File: src/hdl/pntp_pkg.sv
`default_nettype none
// ----------------------------------------------------------------------------
// Prefixed number text parser package
// Shared widths, character codes, parser phases and the hex digit decoder.
// ----------------------------------------------------------------------------
package pntp_pkg;

   // Width of the accumulator; results are sign-extended or cut to OUT_BITS.
   localparam int VALUE_BITS = 32;
   localparam int OUT_BITS   = 32;
   localparam int CHAR_BITS  = 8;
   localparam int BASE_BITS  = 5;

   localparam logic [BASE_BITS-1:0] BASE_RESET = 5'd16;
   localparam logic [BASE_BITS-1:0] BASE_HEX   = 5'd16;
   localparam logic [BASE_BITS-1:0] BASE_DEC   = 5'd10;
   localparam logic [BASE_BITS-1:0] BASE_OCT   = 5'd8;

   localparam logic [CHAR_BITS-1:0] CHAR_MINUS = 8'h2D;  // '-'
   localparam logic [CHAR_BITS-1:0] CHAR_TILDE = 8'h7E;  // '~'
   localparam logic [CHAR_BITS-1:0] CHAR_ZERO  = 8'h30;  // '0'
   localparam logic [CHAR_BITS-1:0] CHAR_NINE  = 8'h39;  // '9'
   localparam logic [CHAR_BITS-1:0] CHAR_LC_A  = 8'h61;  // 'a'
   localparam logic [CHAR_BITS-1:0] CHAR_LC_F  = 8'h66;  // 'f'
   localparam logic [CHAR_BITS-1:0] CHAR_UC_A  = 8'h41;  // 'A'
   localparam logic [CHAR_BITS-1:0] CHAR_UC_F  = 8'h46;  // 'F'
   localparam logic [CHAR_BITS-1:0] CHAR_LC_X  = 8'h78;  // 'x'
   localparam logic [CHAR_BITS-1:0] CHAR_LC_T  = 8'h74;  // 't'

   typedef enum logic [3:0] {
      PH_IDLE   = 4'b0001,
      PH_SIGN   = 4'b0010,
      PH_ZERO   = 4'b0100,
      PH_DIGITS = 4'b1000
   } phase_type;

   typedef struct packed {
      logic       valid;
      logic [3:0] val;
   } digit_type;

   // Decodes one hex digit in either case.
   function automatic digit_type decode_digit(input logic [CHAR_BITS-1:0] c);
      digit_type d;
      d.valid = 1'b1;
      d.val   = 4'd0;
      if (c >= CHAR_ZERO && c <= CHAR_NINE) begin
         d.val = 4'(c - CHAR_ZERO);
      end else if (c >= CHAR_LC_A && c <= CHAR_LC_F) begin
         d.val = 4'(c - CHAR_LC_A + 8'd10);
      end else if (c >= CHAR_UC_A && c <= CHAR_UC_F) begin
         d.val = 4'(c - CHAR_UC_A + 8'd10);
      end else begin
         d.valid = 1'b0;
      end
      return d;
   endfunction

endpackage
`default_nettype wire

File: src/hdl/prefixed_number_text_parser.sv
`default_nettype none
// ----------------------------------------------------------------------------
// Prefixed number text parser
// Converts a character stream into signed integers with radix prefixes.
// ----------------------------------------------------------------------------
// Usage: the sender presents one character per request on req_char_code,
// with req_start_req high on the first character of a string. A leading '-'
// negates and a leading '~' inverts the result; then "0x" selects base 16,
// "0t" base 10 and a lone '0' base 8, else the base in csr_write_data
// (written with csr_write_en, reset value 16) applies. The first non-digit
// closes the string and produces one response on rsp_value; later characters
// are dropped until the next start. A start on an open string discards it.
// Path: an accepted request is registered in the input register, and the
// closing character's response is written from there into the response
// register once the response slot is free or being emptied.
// Throughput: one request per cycle while the receiver does not stall; the
// accumulator loop is a single combinational multiply-add by a 5-bit base.
// Reset clears the pipeline, returns the parser to idle and the default
// base to 16. When the receiver stalls, the response register holds; the
// input register takes one more request and then keeps it, with req_ready
// low, until the pending response is taken.
// ----------------------------------------------------------------------------
module prefixed_number_text_parser (
   input  wire                                 clock,
   input  wire                                 reset,
   input  wire                                 req_valid,
   output logic                                req_ready,
   input  wire  [pntp_pkg::CHAR_BITS-1:0]      req_char_code,
   input  wire                                 req_start_req,
   output logic                                rsp_valid,
   input  wire                                 rsp_ready,
   output logic signed [pntp_pkg::OUT_BITS-1:0] rsp_value,
   input  wire                                 csr_write_en,
   input  wire  [pntp_pkg::BASE_BITS-1:0]      csr_write_data
);
   import pntp_pkg::*;

   // Input register.
   logic                 in_valid_ff;
   logic [CHAR_BITS-1:0] in_char_ff;
   logic                 in_start_ff;

   // Parser state.
   phase_type             phase_ff, phase_in;
   logic                  neg_ff, neg_in;
   logic                  inv_ff, inv_in;
   logic [VALUE_BITS-1:0] acc_ff, acc_in;
   logic [BASE_BITS-1:0]  base_ff, base_in;
   logic [BASE_BITS-1:0]  default_base_ff;

   // Response register.
   logic                        rsp_valid_ff;
   logic signed [OUT_BITS-1:0]  rsp_value_ff, rsp_value_in;

   logic                        fire;
   logic                        emit;
   logic                        take_digit;
   logic [BASE_BITS-1:0]        step_base;
   logic [VALUE_BITS-1:0]       cur_acc;
   logic                        cur_neg;
   logic                        cur_inv;
   logic [VALUE_BITS-1:0]       mac;
   logic signed [VALUE_BITS-1:0] result;
   digit_type                   dig;

   // The registered character is processed when the response slot is free
   // or is being emptied in this cycle.
   assign fire      = in_valid_ff && (!rsp_valid_ff || rsp_ready);
   assign req_ready = !in_valid_ff || fire;
   assign rsp_valid = rsp_valid_ff;
   assign rsp_value = rsp_value_ff;

   assign dig = decode_digit(in_char_ff);

   // A start clears the flags and accumulator before the character is used.
   assign cur_acc = in_start_ff ? '0 : acc_ff;
   assign cur_neg = in_start_ff ? 1'b0 : neg_ff;
   assign cur_inv = in_start_ff ? 1'b0 : inv_ff;

   assign mac = cur_acc * VALUE_BITS'(step_base) + VALUE_BITS'(dig.val);

   always_comb begin
      priority if (cur_neg) begin
         result = -cur_acc;
      end else if (cur_inv) begin
         result = ~cur_acc;
      end else begin
         result = cur_acc;
      end
   end

   // Sign-extends (or cuts) the accumulator width to the response width.
   assign rsp_value_in = OUT_BITS'(result);

   always_comb begin
      phase_in   = phase_ff;
      neg_in     = neg_ff;
      inv_in     = inv_ff;
      acc_in     = acc_ff;
      base_in    = base_ff;
      step_base  = base_ff;
      take_digit = 1'b0;
      emit       = 1'b0;
      if (fire) begin
         priority if (in_start_ff && in_char_ff == CHAR_MINUS) begin
            neg_in   = 1'b1;
            inv_in   = 1'b0;
            acc_in   = '0;
            phase_in = PH_SIGN;
         end else if (in_start_ff && in_char_ff == CHAR_TILDE) begin
            neg_in   = 1'b0;
            inv_in   = 1'b1;
            acc_in   = '0;
            phase_in = PH_SIGN;
         end else if (in_start_ff || phase_ff == PH_SIGN) begin
            // Prefix position: a '0' may open a radix prefix.
            neg_in = cur_neg;
            inv_in = cur_inv;
            acc_in = cur_acc;
            if (in_char_ff == CHAR_ZERO) begin
               phase_in = PH_ZERO;
            end else begin
               base_in    = default_base_ff;
               step_base  = default_base_ff;
               take_digit = 1'b1;
            end
         end else if (phase_ff == PH_ZERO) begin
            priority if (in_char_ff == CHAR_LC_X) begin
               base_in  = BASE_HEX;
               phase_in = PH_DIGITS;
            end else if (in_char_ff == CHAR_LC_T) begin
               base_in  = BASE_DEC;
               phase_in = PH_DIGITS;
            end else begin
               base_in    = BASE_OCT;
               step_base  = BASE_OCT;
               take_digit = 1'b1;
            end
         end else if (phase_ff == PH_DIGITS) begin
            take_digit = 1'b1;
         end else begin
            // Idle without a start: the character is dropped.
            phase_in = phase_ff;
         end
      end
      if (take_digit) begin
         if (dig.valid) begin
            acc_in   = mac;
            phase_in = PH_DIGITS;
         end else begin
            emit     = 1'b1;
            phase_in = PH_IDLE;
         end
      end
   end

   always_ff @(posedge clock) begin
      if (reset) begin
         in_valid_ff     <= 1'b0;
         rsp_valid_ff    <= 1'b0;
         phase_ff        <= PH_IDLE;
         neg_ff          <= 1'b0;
         inv_ff          <= 1'b0;
         acc_ff          <= '0;
         base_ff         <= BASE_RESET;
         default_base_ff <= BASE_RESET;
      end else begin
         if (req_ready) begin
            in_valid_ff <= req_valid;
         end
         if (emit) begin
            rsp_valid_ff <= 1'b1;
         end else if (rsp_ready) begin
            rsp_valid_ff <= 1'b0;
         end
         phase_ff <= phase_in;
         neg_ff   <= neg_in;
         inv_ff   <= inv_in;
         acc_ff   <= acc_in;
         base_ff  <= base_in;
         if (csr_write_en) begin
            default_base_ff <= csr_write_data;
         end
      end
   end

   always_ff @(posedge clock) begin
      if (req_valid && req_ready) begin
         in_char_ff  <= req_char_code;
         in_start_ff <= req_start_req;
      end
      if (emit) begin
         rsp_value_ff <= rsp_value_in;
      end
   end

   // A new response appears only when a registered character was processed.
   a_rsp_from_fire: assert property (@(posedge clock) disable iff (reset)
      $rose(rsp_valid_ff) |-> $past(fire))
      else $error("response raised without a processed character");

   // Closing a string always returns the parser to idle.
   a_emit_idle: assert property (@(posedge clock) disable iff (reset)
      emit |=> phase_ff == PH_IDLE)
      else $error("parser not idle after a response");

   // A pending response is never overwritten while the receiver stalls.
   a_no_overwrite: assert property (@(posedge clock) disable iff (reset)
      emit && rsp_valid_ff |-> rsp_ready)
      else $error("pending response overwritten");

   // An empty input stage always takes a request.
   a_ready_empty: assert property (@(posedge clock) disable iff (reset)
      !in_valid_ff |-> req_ready)
      else $error("input stage empty but not ready");

endmodule
`default_nettype wire
File: config.mk
export PLATFORM = sky130hd
export DESIGN_NAME = prefixed_number_text_parser
export DESIGN_NICKNAME = d
export VERILOG_FILES = /design/src/hdl/pntp_pkg.sv /design/src/hdl/prefixed_number_text_parser.sv
export SDC_FILE = /design/constraint.sdc
export NUM_CORES = 1
export LEC_CHECK = 0
export ABC_CLOCK_PERIOD_IN_PS = 11200
export BUFFER_PORTS_ARGS = -buffer_cell sky130_fd_sc_hd__buf_2
export CAP_MARGIN = 5
export CORE_AREA = 2 2 136 238
export CTS_CLUSTER_DIAMETER = 100
export CTS_CLUSTER_SIZE = 40
export DETAILED_ROUTE_END_ITERATION = 7
export DIE_AREA = 0 0 138 240
export PLACE_DENSITY = 0.54
export SYNTH_ARGS = -nofsm -noshare
export SYNTH_HDL_FRONTEND = slang
export SYNTH_SLANG_ARGS = --single-unit
export TNS_END_PERCENT = 5
File: constraint.sdc
create_clock -name clock -period 11.2 [get_ports clock]
set_input_delay 1.12 -clock clock [delete_from_list [all_inputs] [get_ports clock]]
set_output_delay 1.12 -clock clock [all_outputs]
set_load 0.01 [all_outputs]
==> summary by stage, run 1 <==
Setup path
The internal reg-to-reg setup slack is 4.06 ns. The data required time at the worst endpoint is 11.51 ns. For this run, the slowest stage of the critical path takes 0.55 ns.

In this run the critical register-to-register path is launched from in_char_ff[0]. The data arrival time of the worst path is 7.45 ns. The cell family contributing the most delay on the critical path is simple AND/OR/NAND/NOR gates. The peak fanout along the critical path is 30. The number of cells on the worst reg-to-reg path is 26. The number of buffers and inverters on the critical path is 5. The critical path depth is 26. The critical path in this run is classified as reg -> reg. The endpoint type of the worst setup path is a flop. By instance count, the cell type seen most on the critical path is inv_1.

The worst setup path is launched from a flop. The most critical setup path has its startpoint at in_char_ff[0]. The endpoint identified for the worst register-to-register timing path is acc_ff[30]. The worst setup path endpoint is acc_ff[30]. The slowest stage of the critical path belongs to the cell or4_1.

Final layout
Counting the fill cells in the layout gives 3,318. In the final layout, the multi-input gates occupy 0.006254 sq mm. The post-route non-filler standard cell count is 1,552. The final layout contains 1,324 nets. The core utilization of the finished layout is 0.3282. The most frequent standard cell in the layout excluding fill and tap cells is nor2_1. Compared with the post-synthesis result, the final layout area differs by 10.67%.

The footprint of the flip-flops and latches is 0.002232 sq mm. In the final layout, the share of cells above drive strength 1 is 0.08910. The library cells used most frequently in the layout, excluding fill and tap cells, are 208 x nor2_1, 161 x inv_1, 89 x nand2_1. The number of antenna diodes in the final layout is 0.

Once layout is done, the placed cells without fillers occupy 0.01024 sq mm.

Synth
Among all flip-flop cells after synthesis, the most frequent one is dfxtp_1. The mean area per synthesized cell is 8.226 sq um. The sequential fraction of the synthesis area is 0.2412. The post-synthesis net count is 1,298. The synthesized design contains 41 enable-type register cells.

The number of synthesized register bits is 91. The share of flip-flops with an asynchronous set or reset after synthesis is 0. The Yosys step of the flow raised 0 warnings.

Summing every instance area after synthesis gives 0.009254 sq mm. The number of unique standard cell types used by synthesis is 71. Synthesis produced 1,125 cells.

Floorplan
The die covers 0.03312 sq mm. Pin placement for this block handled 53 I/O pins. The standard cell core area is 0.03120 sq mm. From left edge to right edge, the die measures 138 um. The effective utilization at floorplan is 0.2966. The die is 240 um tall. The number of core rows is 86.

Drt
The routed design has 24,440 um of wire. After detailed routing, the average wire length per cell comes to 15.75 um. The via count is 7,628. The detailed router's first-iteration violation count is 398. The post-route antenna net violation count is 0. The detail-routed via count per cell is 4.915.

The first-pass iteration count of the detailed router is 5. After detailed routing, the number of remaining DRC violations is 0.

CTS
The clock sink count is 91. The number of buffers on the longest clock path is 2. Hold repair after CTS inserted 0 buffers. The number of setup buffers added after CTS is 0. The total number of H-tree levels is 3. The root buffer cell is clkbuf_16. The number of cells upsized or downsized after cts is 0. The number of CTS-inserted buffers is 9. The TritonCTS clock tree is built. At the later pin of the worst-skew pair, clock insertion delay measures 0.36 ns.

The register clock-pin slew on the reported worst setup and hold paths is 0.07 ns.

Flow run
The reported max-cap violation count is 0.

Global route
Across every metal layer, demand over resource in global routing totals 0.1508. The global-route congestion overflow total is 0. The number of global-route vias before repair is 7,748.

The first global-routing pass estimated 40,100 um of wire. The largest net degree at the start of global routing is 49. The initial antenna violation count is 0.

Place
The placer's final routability congestion estimate is 0.8360. The post-detailed-placement cell area is 0.009928 sq mm. Prior to clock tree synthesis, the placed netlist has a worst setup slack of 3.890 ns. The half-perimeter wire length after placement is 19,120 um. During placement, the flow inserted port buffers numbering 52. Once placement completed, the tool counted placed cells totaling 1,536.

STA
Setup violations remaining at the end of the flow were counted as 0. The number of hold violations in the final report was 0. In the finished design, the share of the clock period the worst path needs comes to 0.6376. Setup repair after global routing left no endpoint under its margin. In the post-route analysis, the smallest setup slack over all paths is 4.059 ns.

The max-slew violation total from the final report is 0. The max-slew headroom at the worst pin is 0.2964. Across all hold checks on the routed design, the worst slack comes to 0.4776 ns. Counting I/O delays and the setup requirement, the final critical path takes 7.141 ns. After routing, the total negative slack on setup checks comes to 0 ns.

The actual slew at the worst max-slew pin is 1.042 ns. The maximum achievable frequency is 140.0 MHz. The setup skew after layout is 0.008628 ns.

Pwr
The leakage power of the design is 4.470 nW. The power density over cell area is 70.45 mW/mm^2. The total chip power is 721.4 uW. The maximum vdd drop is 96.08 uV.

Worst hold path
The min-delay analysis places its worst path in the category reg -> reg. The worst hold path begins at base_ff[0].

Run status
The run finished with clean final reports.
[worst min path at each step]
stage / slack [ns] / to / depth (start not counted)
4_1_cts: 0.49 / base_ff[0] / 2
3_3_place_gp: 0.47 / base_ff[0] / 2
2_1_floorplan: 0.43 / base_ff[4] / 2
3_5_place_dp: 0.48 / base_ff[0] / 2
6_report: 0.48 / base_ff[0] / 2
5_1_grt: 0.52 / base_ff[0] / 2
[area by class of cell]
type / instances / area share
Clock buffer: 10 / 0.02443
Inverter: 161 / 0.05901
Sequential cell: 91 / 0.2180
Clock inverter: 6 / 0.006109
Timing Repair Buffer: 63 / 0.03348
Tap cell: 396 / 0.04838
Multi-Input combinational cell: 825 / 0.6106
[sequential cells by signal, summed over array words and instances (netlist names), 4 cells and up]
register / count
base_ff: 5
phase_ff: 4
default_base_ff: 5
in_char_ff: 8
acc_ff: 32
rsp_value: 32
[cell usage after synthesis, types with 6 or more instances]
library cell	count	area share
xor2_1	18	0.017
a21oi_1	83	0.045
nor3_1	17	0.0092
nand4_1	6	0.0041
o21bai_1	8	0.0065
or2_2	10	0.0068
nor4_1	6	0.0041
o31ai_1	6	0.0049
nor2_1	209	0.085
fa_1	86	0.19
xnor2_1	36	0.034
nand3_1	34	0.018
edfxtp_1	41	0.13
a31oi_1	12	0.0081
nor2b_1	8	0.0054
nand2b_1	7	0.0047
inv_1	161	0.065
o21ai_0	29	0.016
buf_1	6	0.0024
nand2_1	89	0.036
dfxtp_1	50	0.11
a21o_1	13	0.011
clkbuf_1	39	0.016
ha_1	68	0.092
[logic make-up (layout without fill, tap and decap cells)]
kind of cell               count (synthesis)  count (layout)  share of synthesized area
xor gates and xnor gates                  57              57                    0.05841
DFF                                       91              91                     0.2412
buffers and inverters                    209             240                    0.08518
and+or+nand+nor                          420             420                     0.2039
muxes                                      6               6                   0.006625
adders and majority gates                154             154                     0.2780
AOI/OAI and AO/OA                        188             188                     0.1267
[report_power, final]
| group | total (mW) | leakage [nW] | switching (mW) | internal [mW] |
|---|---|---|---|---|
| combinational | 0.0474 | 3.48 | 0.0343 | 0.0131 |
| clock | 0.317 | 0.155 | 0.147 | 0.170 |
| sequential | 0.357 | 0.838 | 0.00547 | 0.351 |
| total | 0.721 | 4.47 | 0.187 | 0.535 |
[worst reg2reg max path: cells and delay by family (launching register included)]
family                     cells  cell delay [ns]
and+or+nand+nor                7             2.15
DFF                            1             0.45
adders and majority gates      5             1.99
AOI/OAI and AO/OA              9             1.96
buffers and inverters          5             0.56
[routing by layer]
metal	wire (um)	global-route usage	up-vias
li1	-	-	3724
met1	9401	0.1586	3696
met2	13460	0.2993	163
met3	612	0.01255	45
met4	965	0.07112	0
met5	0	0	-
(Power assumes the default switching activity.)
==> run 2: changes to the inputs <==
ABC_AREA = 1   (was unset)
ABC_CLOCK_PERIOD_IN_PS = 5780   (was 11200)
CORE_AREA = 2 2 139 242   (was 2 2 136 238)
DIE_AREA = 0 0 141 244   (was 0 0 138 240)
PLACE_DENSITY = 0.55   (was 0.54)
clock period = 5.78 ns   (was 11.2 ns; I/O delays follow)
==> run 2 against run 1 <==
- setup slack worse by 3.9 ns
- power is 110% higher
- routed wire length is 24% higher
- worst hold slack got worse by 0.094 ns
- critical path type unchanged
==> summary by stage, run 2 <==
Run status
The run finished with clean final reports.

Global route
The largest net degree at the start of global routing is 34. In the global route stage, overall resource usage came out at 0.1821. The global-route wire length before repair is 48,520 um. The initial antenna violation count was 0. Summed over all layers, the global routing overflow is 0.

The number of global-route vias before repair is 9,261.

STA
The worst pin sits at a relative slew slack of 0.3275. The final period demand of the worst path is 5.572 ns. The final worst-path setup slack is 0.2081 ns. The number of hold violations in the final report is 0. The final setup violation count is 0.

Based on the critical path, the design can be clocked at up to 179.5 MHz. The share of the clock period used by the worst path after layout is 0.9640. Setup repair after global routing could not meet its margin everywhere. At the pin with the least slew margin, the transition time is 1.006 ns. The max-slew violation total from the final report is 0. The setup skew after layout is 0.01465 ns.

Synth
By count the netlist is led by 261 x inv_1, 235 x nor2_1, 196 x nand2_1, 93 x a21oi_1, 86 x fa_1. Yosys attributes the largest share of cell area to fa_1 18%, edfxtp_1 13%, dfxtp_1 10%. The number of warning messages in the yosys log is 0. The most used flip-flop cell after synthesis is dfxtp_1. After synthesis, the largest family of logic cells by area is adder cells. Synthesis handed over a netlist of 1,310 instances. Of all flip-flops after synthesis, the portion carrying an async set or reset was 0. Of the synthesized area, sequential elements account for 0.2331. The area share of fa/ha/maj cells after synthesis is 0.2687. The cell type with the highest aggregate area in the netlist is fa_1. The top-area cell type share of the netlist area is 0.1798. The netlist uses 42 different library cells. The most used standard cell by instance count after synthesis is inv_1. The multiplexer fraction of the synthesized cell area is 0.

Synthesis produced a netlist with a net count of 1,483. The cell area after synthesis is 0.009574 sq mm. Of the total synthesized cell area, the portion taken by AND, OR, NAND and NOR gates is 0.2284. Yosys mapped a number of flops with a built-in enable equal to 41. After synthesis the netlist holds a flip-flop and latch count of 91. A synthesized cell averages 7.309 sq um. The share of the synthesized area in compound gates (AO/OA/AOI/OAI) is 0.1104.

Of the total synthesized cell area, the portion taken by XOR and XNOR cells is 0.04025.

Drt
Once detail routing completed, the nets flagged for antenna violations numbered 0. Summed over all layers, the routed wires come to 30,320 um. In this run, the number of DRC markers left after iteration 0 of detailed routing was 394. The detail-routed via count per cell is 4.823. For this block, the via count after detailed routing is 8,802. For this run, the detailed router's first-pass iteration total came to 5. The post-route DRC violation count is 0. In the final routed layout, each cell accounts on average for 16.61 um.

Place
The number of buffers added on ports is 52. The half-perimeter wire length after placement is 24,320 um. The placer's final routability congestion estimate is 0.9079. The worst setup slack before clock tree synthesis is 0.005008 ns.

Pwr
The leakage power of the design is 5.629 nW. Dividing total power by cell area gives a power density of 134.5 mW/mm^2. The total chip power is 1.532 mW. The maximum vdd drop is 128.9 uV.

CTS
The clock drives 91 sinks. The total number of H-tree levels is 3. The number of CTS-inserted buffers is 9. TritonCTS built the clock tree.

For this design, the CTS-stage hold fixing added 0 buffers. The root buffer cell is clkbuf_16. The later pin in the worst-skew pair is clocked with a latency of 0.37 ns. The longest clock path from root to sink contains 2 buffers. The register clock-pin slew on the reported worst setup and hold paths is 0.07 ns.

Setup path
STA puts the critical path data arrival time at 5.82 ns. The type of origin of the critical path is a flop. By startpoint and endpoint, the worst setup path is classified as reg -> reg. The endpoint type of the worst setup path is a flop. The peak fanout along the critical path is 13. The largest stage delay on the critical path is 0.55 ns. The data required time at the worst endpoint is 6.03 ns. The cell that appears most often on the critical path is nand2_1. Among all stages on the critical path, the largest delay is contributed by fa_1.

Final layout
The count of inserted antenna diode cells is 0. The area growth from synthesis to final layout is 18.94%. The library cells used most frequently in the layout, excluding fill and tap cells, are 260 x inv_1, 220 x nor2_1, 187 x nand2_1. In the final design database the tool counted 1,593 nets. The library cell used most frequently in the layout, excluding fill and tap cells, is inv_1.

The ratio of cells with drive above 1 in the final layout is 0.1621. The core utilization of the finished layout is 0.3522.

Worst hold path
The tightest min-delay check is of the in -> reg type.

Floorplan
The standard cell core area is 0.03233 sq mm. The initial utilization of the core area, before any placement, comes to 0.2961. From bottom edge to top edge, the die measures 244 um.

The area enclosed by the die boundary is 0.03440 sq mm. Pin placement for this block handled 53 I/O pins. The initialized floorplan defines 87 standard-cell rows.

Measured along the x axis, the die boundary spans 141 um.

Flow run
Across the run, the number of max-cap violations was 0.
[run 2: area by class of cell]
cell class              count  area [sq um]
multi-input cells         919          6386
flip-flops and latches     91          2232
fillers                  3438         20940
well taps                 400         500.5
inverters                 268          1006
repair buffers            131         940.9
clock buffers              12         289.0
clock inverters             4         32.53
[run 2: routing by layer]
layer / global-route usage / part of all wire / vias to the layer above
li1: - / - / 4285
met5: 0 / 0 / -
met3: 0.01743 / 0.029 / 86
met2: 0.3544 / 0.56 / 197
met1: 0.1855 / 0.36 / 4234
met4: 0.1047 / 0.056 / 0
[run 2: timing repair]
item	4_1_cts	5_1_grt
resized for setup	0	57
buffers inserted	0	2
setup endpoints to repair	0	20
[run 2: worst max-delay path, delay by kind of cell (launching register included)]
family / cells / cell delay, ns
XOR/XNOR: 1 / 0.17
AND/OR/NAND/NOR: 15 / 1.69
AO/OA/AOI/OAI: 2 / 0.16
flip-flops: 1 / 0.40
adder cells (fa/ha/maj): 5 / 2.17
buffers and inverters: 7 / 0.83
[run 2: kinds of logic (layout without fill, tap and decap cells)]
logic type | count (synthesis) | after routing
adders and majority gates | 154 | 154
buffers and inverters | 300 | 415
xor gates and xnor gates | 44 | 44
AOI/OAI and AO/OA | 191 | 191
DFF | 91 | 91
and+or+nand+nor | 530 | 530
[run 2: stage by stage]
stage / instance area (sq um) / hold slack (ns) / setup TNS [ns] / cells
detailed placement: 10840 / 0.4572 / 0 / 1806
CTS: 11160 / 0.3736 / 0 / 1822
finish: 11390 / 0.3834 / 0 / 1825
floorplan: 9574 / 0.4292 / 0 / 1310
global placement: 10840 / 0.4554 / 0 / 1806
global route: 11390 / 0.3742 / -0.2665 / 1825
[run 2: final timing paths]
path         slack (ns)  cells after the start             start            end
max                0.21                     30     in_char_ff[0]     acc_ff[29]
min                0.38                      1  req_char_code[5]  in_char_ff[5]
max reg2reg        0.21                     30     in_char_ff[0]     acc_ff[29]
min reg2reg        0.46                      2         acc_ff[1]      acc_ff[1]
[run 2: power by group]
group / internal [mW] / leakage (nW) / switching [mW]
Combinational: 0.0549 / 4.67 / 0.117
Clock: 0.361 / 0.160 / 0.297
Sequential: 0.690 / 0.803 / 0.0117
Total: 1.11 / 5.63 / 0.426
==> run 3: changes to the inputs <==
==> constraint.sdc (replaced) <==
create_clock -name clock -period 5.78 [get_ports clock]
set_input_delay 1.156 -clock clock [delete_from_list [all_inputs] [get_ports clock]]
set_output_delay 1.156 -clock clock [all_outputs]
set_load 0.01 [all_outputs]
==> run 3 against run 2 <==
- clock power decreased by 10%
- power decreased by 4.0%
- sequential power about the same
- sequential share of layout area decreased by 0.88 points
- first-iteration DRC count increased by 5.6%
- routed wire length increased by 2.0%
- flip-flop and latch count unchanged
- non-clock buffer count increased by 64
- critical endpoint is now acc_ff[30]
- largest cell class unchanged
==> summary by stage, run 3 (same netlist as run 2, synthesis figures left out) <==
Run status
The run finished with clean final reports.

Drt
The via count is 9,024. In this run, the number of DRC markers left after iteration 0 of detailed routing was 416. For this run, design rule violations remaining after detail routing come to 0. The detail-routed via count per cell is 4.777. The wire length reported by the detailed router is 30,910 um.

The detail route stage leaves a number of antenna-violating nets equal to 0. The routed length per instance is 16.36 um. For this run, the detailed router's first-pass iteration total came to 5.

CTS
The latest clock arrival within the worst-skew pair is 0.37 ns. Clock tree synthesis found a total of 91 sinks. The TritonCTS clock tree is built. The register clock-pin slew on the reported worst setup and hold paths is 0.07 ns. Hold repair after CTS inserted 0 buffers.

CTS built an H-tree with a depth of 3. Clock tree synthesis inserted a total of 9 buffers. The number of buffers on the longest clock path is 2. The root buffer cell is clkbuf_16.

Floorplan
The number of core rows is 87. The effective utilization at floorplan is 0.2961. Measured along the y axis, the die boundary spans 244 um.

The I/O pin count is 53. Measured along the x axis, the die boundary spans 141 um. The core region is 0.03233 sq mm.

The area enclosed by the die boundary is 0.03440 sq mm.

Global route
For this run, the total global-route usage over all layers was measured as 0.1870. The initial antenna violation count is 0. The first global-routing pass estimated 49,760 um of wire. The number of global-route vias before repair came to 9,608.

The largest net degree at the start of global routing is 41. The global-route congestion overflow total is 0.

Final layout
Leaving out fill and tap cells, the most frequent cell in the layout is inv_1. 0 antenna diodes ended up in the layout. The total non-filler cell area in the finished layout is 0.01193 sq mm. The total of fill cells in the finished design is 3,377. The area taken by multi-input logic gates is 0.006499 sq mm. The library cells used most frequently in the layout, excluding fill and tap cells, are 259 x inv_1, 220 x nor2_1, 189 x nand2_1. The footprint of the flip-flops and latches is 0.002232 sq mm. The core utilization of the finished layout is 0.3689. After the last flow step, the layout net total stands at 1,657. The area growth from synthesis to final layout is 24.56%. In the final layout, the share of cells above drive strength 1 is 0.2028.

STA
The worst path needs 5.569 ns of the cycle, external delays included. The number of hold violations in the final report is 0. Setup violations remaining at the end of the flow were counted as 0. The max-slew violation total from the final report is 0.

Hold is met by 0.4798 ns. The max-slew headroom at the worst pin is 0.2307. The share of the clock period used by the worst path after layout is 0.9635. The actual slew at the worst max-slew pin is 1.153 ns.

Static timing analysis puts the maximum clock frequency at 179.6 MHz. On the final layout, the worst clock skew is 0.009867 ns. After routing, the total negative slack on setup checks comes to 0 ns.

Setup path
Along the worst path, the maximum fanout reaches 19. The data required time at the worst endpoint is 6.02 ns. The cell occurring most often along the worst timing path is nand2_1. The endpoint type of the worst setup path is a flop. The worst setup path is launched from a flop. The category of the critical setup timing path is reg -> reg. The data arrival time of the worst path is 5.81 ns. The largest stage delay on the critical path is 0.56 ns. The slowest stage of the critical path is the fa_1 cell.

Flow run
Across the run, the number of max-cap violations was 0.

Worst hold path
The path class of the tightest hold or removal check is reg -> reg.

Place
Routability-driven placement finished with a final weighted congestion of 0.9262. Once placement finished, the instance area stood at 0.01132 sq mm. The number of buffers added on ports is 52. The half-perimeter wire length after placement is 24,850 um.

Pwr
The worst-case IR drop observed on VDD is 112.2 uV. The analysis attributes to cell leakage a power of 5.896 nW. For this design the ratio of total power to cell area is 123.3 mW/mm^2.

The total chip power is 1.470 mW.
-- run 3: cell count changes in the layout (fill, tap and decap cells not counted), moves of 2 or more --
cell / delta
buf_4: +65
clkbuf_16: -3
clkinv_1: +2
ha_1: -6
ha_4: +6
nand2_1: +2
nand2_2: -3
nand3_1: -3
nand3_2: +3
o21ai_0: -3
o21ai_1: +2
-- run 3: area by class of cell --
cell class	count	area share
Clock buffer	11	0.02035
Clock inverter	5	0.003043
Inverter	268	0.08436
Multi-Input combinational cell	919	0.5450
Sequential cell	91	0.1872
Tap cell	400	0.04197
Timing Repair Buffer	195	0.1181
-- run 3: worst paths after layout --
kind / slack (ns) / startpoint / cells past startpoint / end
setup / recovery: 0.21 / in_char_ff[0] / 30 / acc_ff[30]
hold / removal: 0.48 / acc_ff[1] / 2 / acc_ff[1]
setup reg to reg: 0.21 / in_char_ff[0] / 30 / acc_ff[30]
hold reg to reg: 0.48 / acc_ff[1] / 2 / acc_ff[1]
-- run 3: through the flow --
stage | cells | setup slack [ns]
5_1_grt | 1889 | -0.09099
3_5_place_dp | 1868 | -0.3597
3_3_place_gp | 1868 | -0.3406
4_1_cts | 1885 | 0.007585
6_report | 1889 | 0.2108
2_1_floorplan | 1310 | 0.1031
-- run 3: repair_timing --
action,4_1_cts,5_1_grt
pin swaps,0,20
buffers inserted,1,4
setup endpoints to repair,7,19
resized for setup,4,64
-- run 3: critical path: cells and delay by family, from the launching register on --
family / cells / cell delay (ns)
AOI/OAI and AO/OA: 4 / 0.68
buffers and inverters: 9 / 0.95
and+or+nand+nor: 11 / 1.07
adders and majority gates: 5 / 2.11
xor gates and xnor gates: 1 / 0.16
DFF: 1 / 0.47
-- run 3: per-layer routing --
layer,wire length [um],track usage
met2,16640,0.3551
met4,2216,0.1241
met3,963,0.02350
met5,0,0
met1,11090,0.1876
-- run 3: power by group --
group | internal (mW) | leakage [nW] | switching, mW | total [mW]
Clock | 0.306 | 0.138 | 0.284 | 0.590
Combinational | 0.0620 | 4.95 | 0.116 | 0.178
Sequential | 0.690 | 0.803 | 0.0123 | 0.702
Total | 1.06 | 5.90 | 0.412 | 1.47
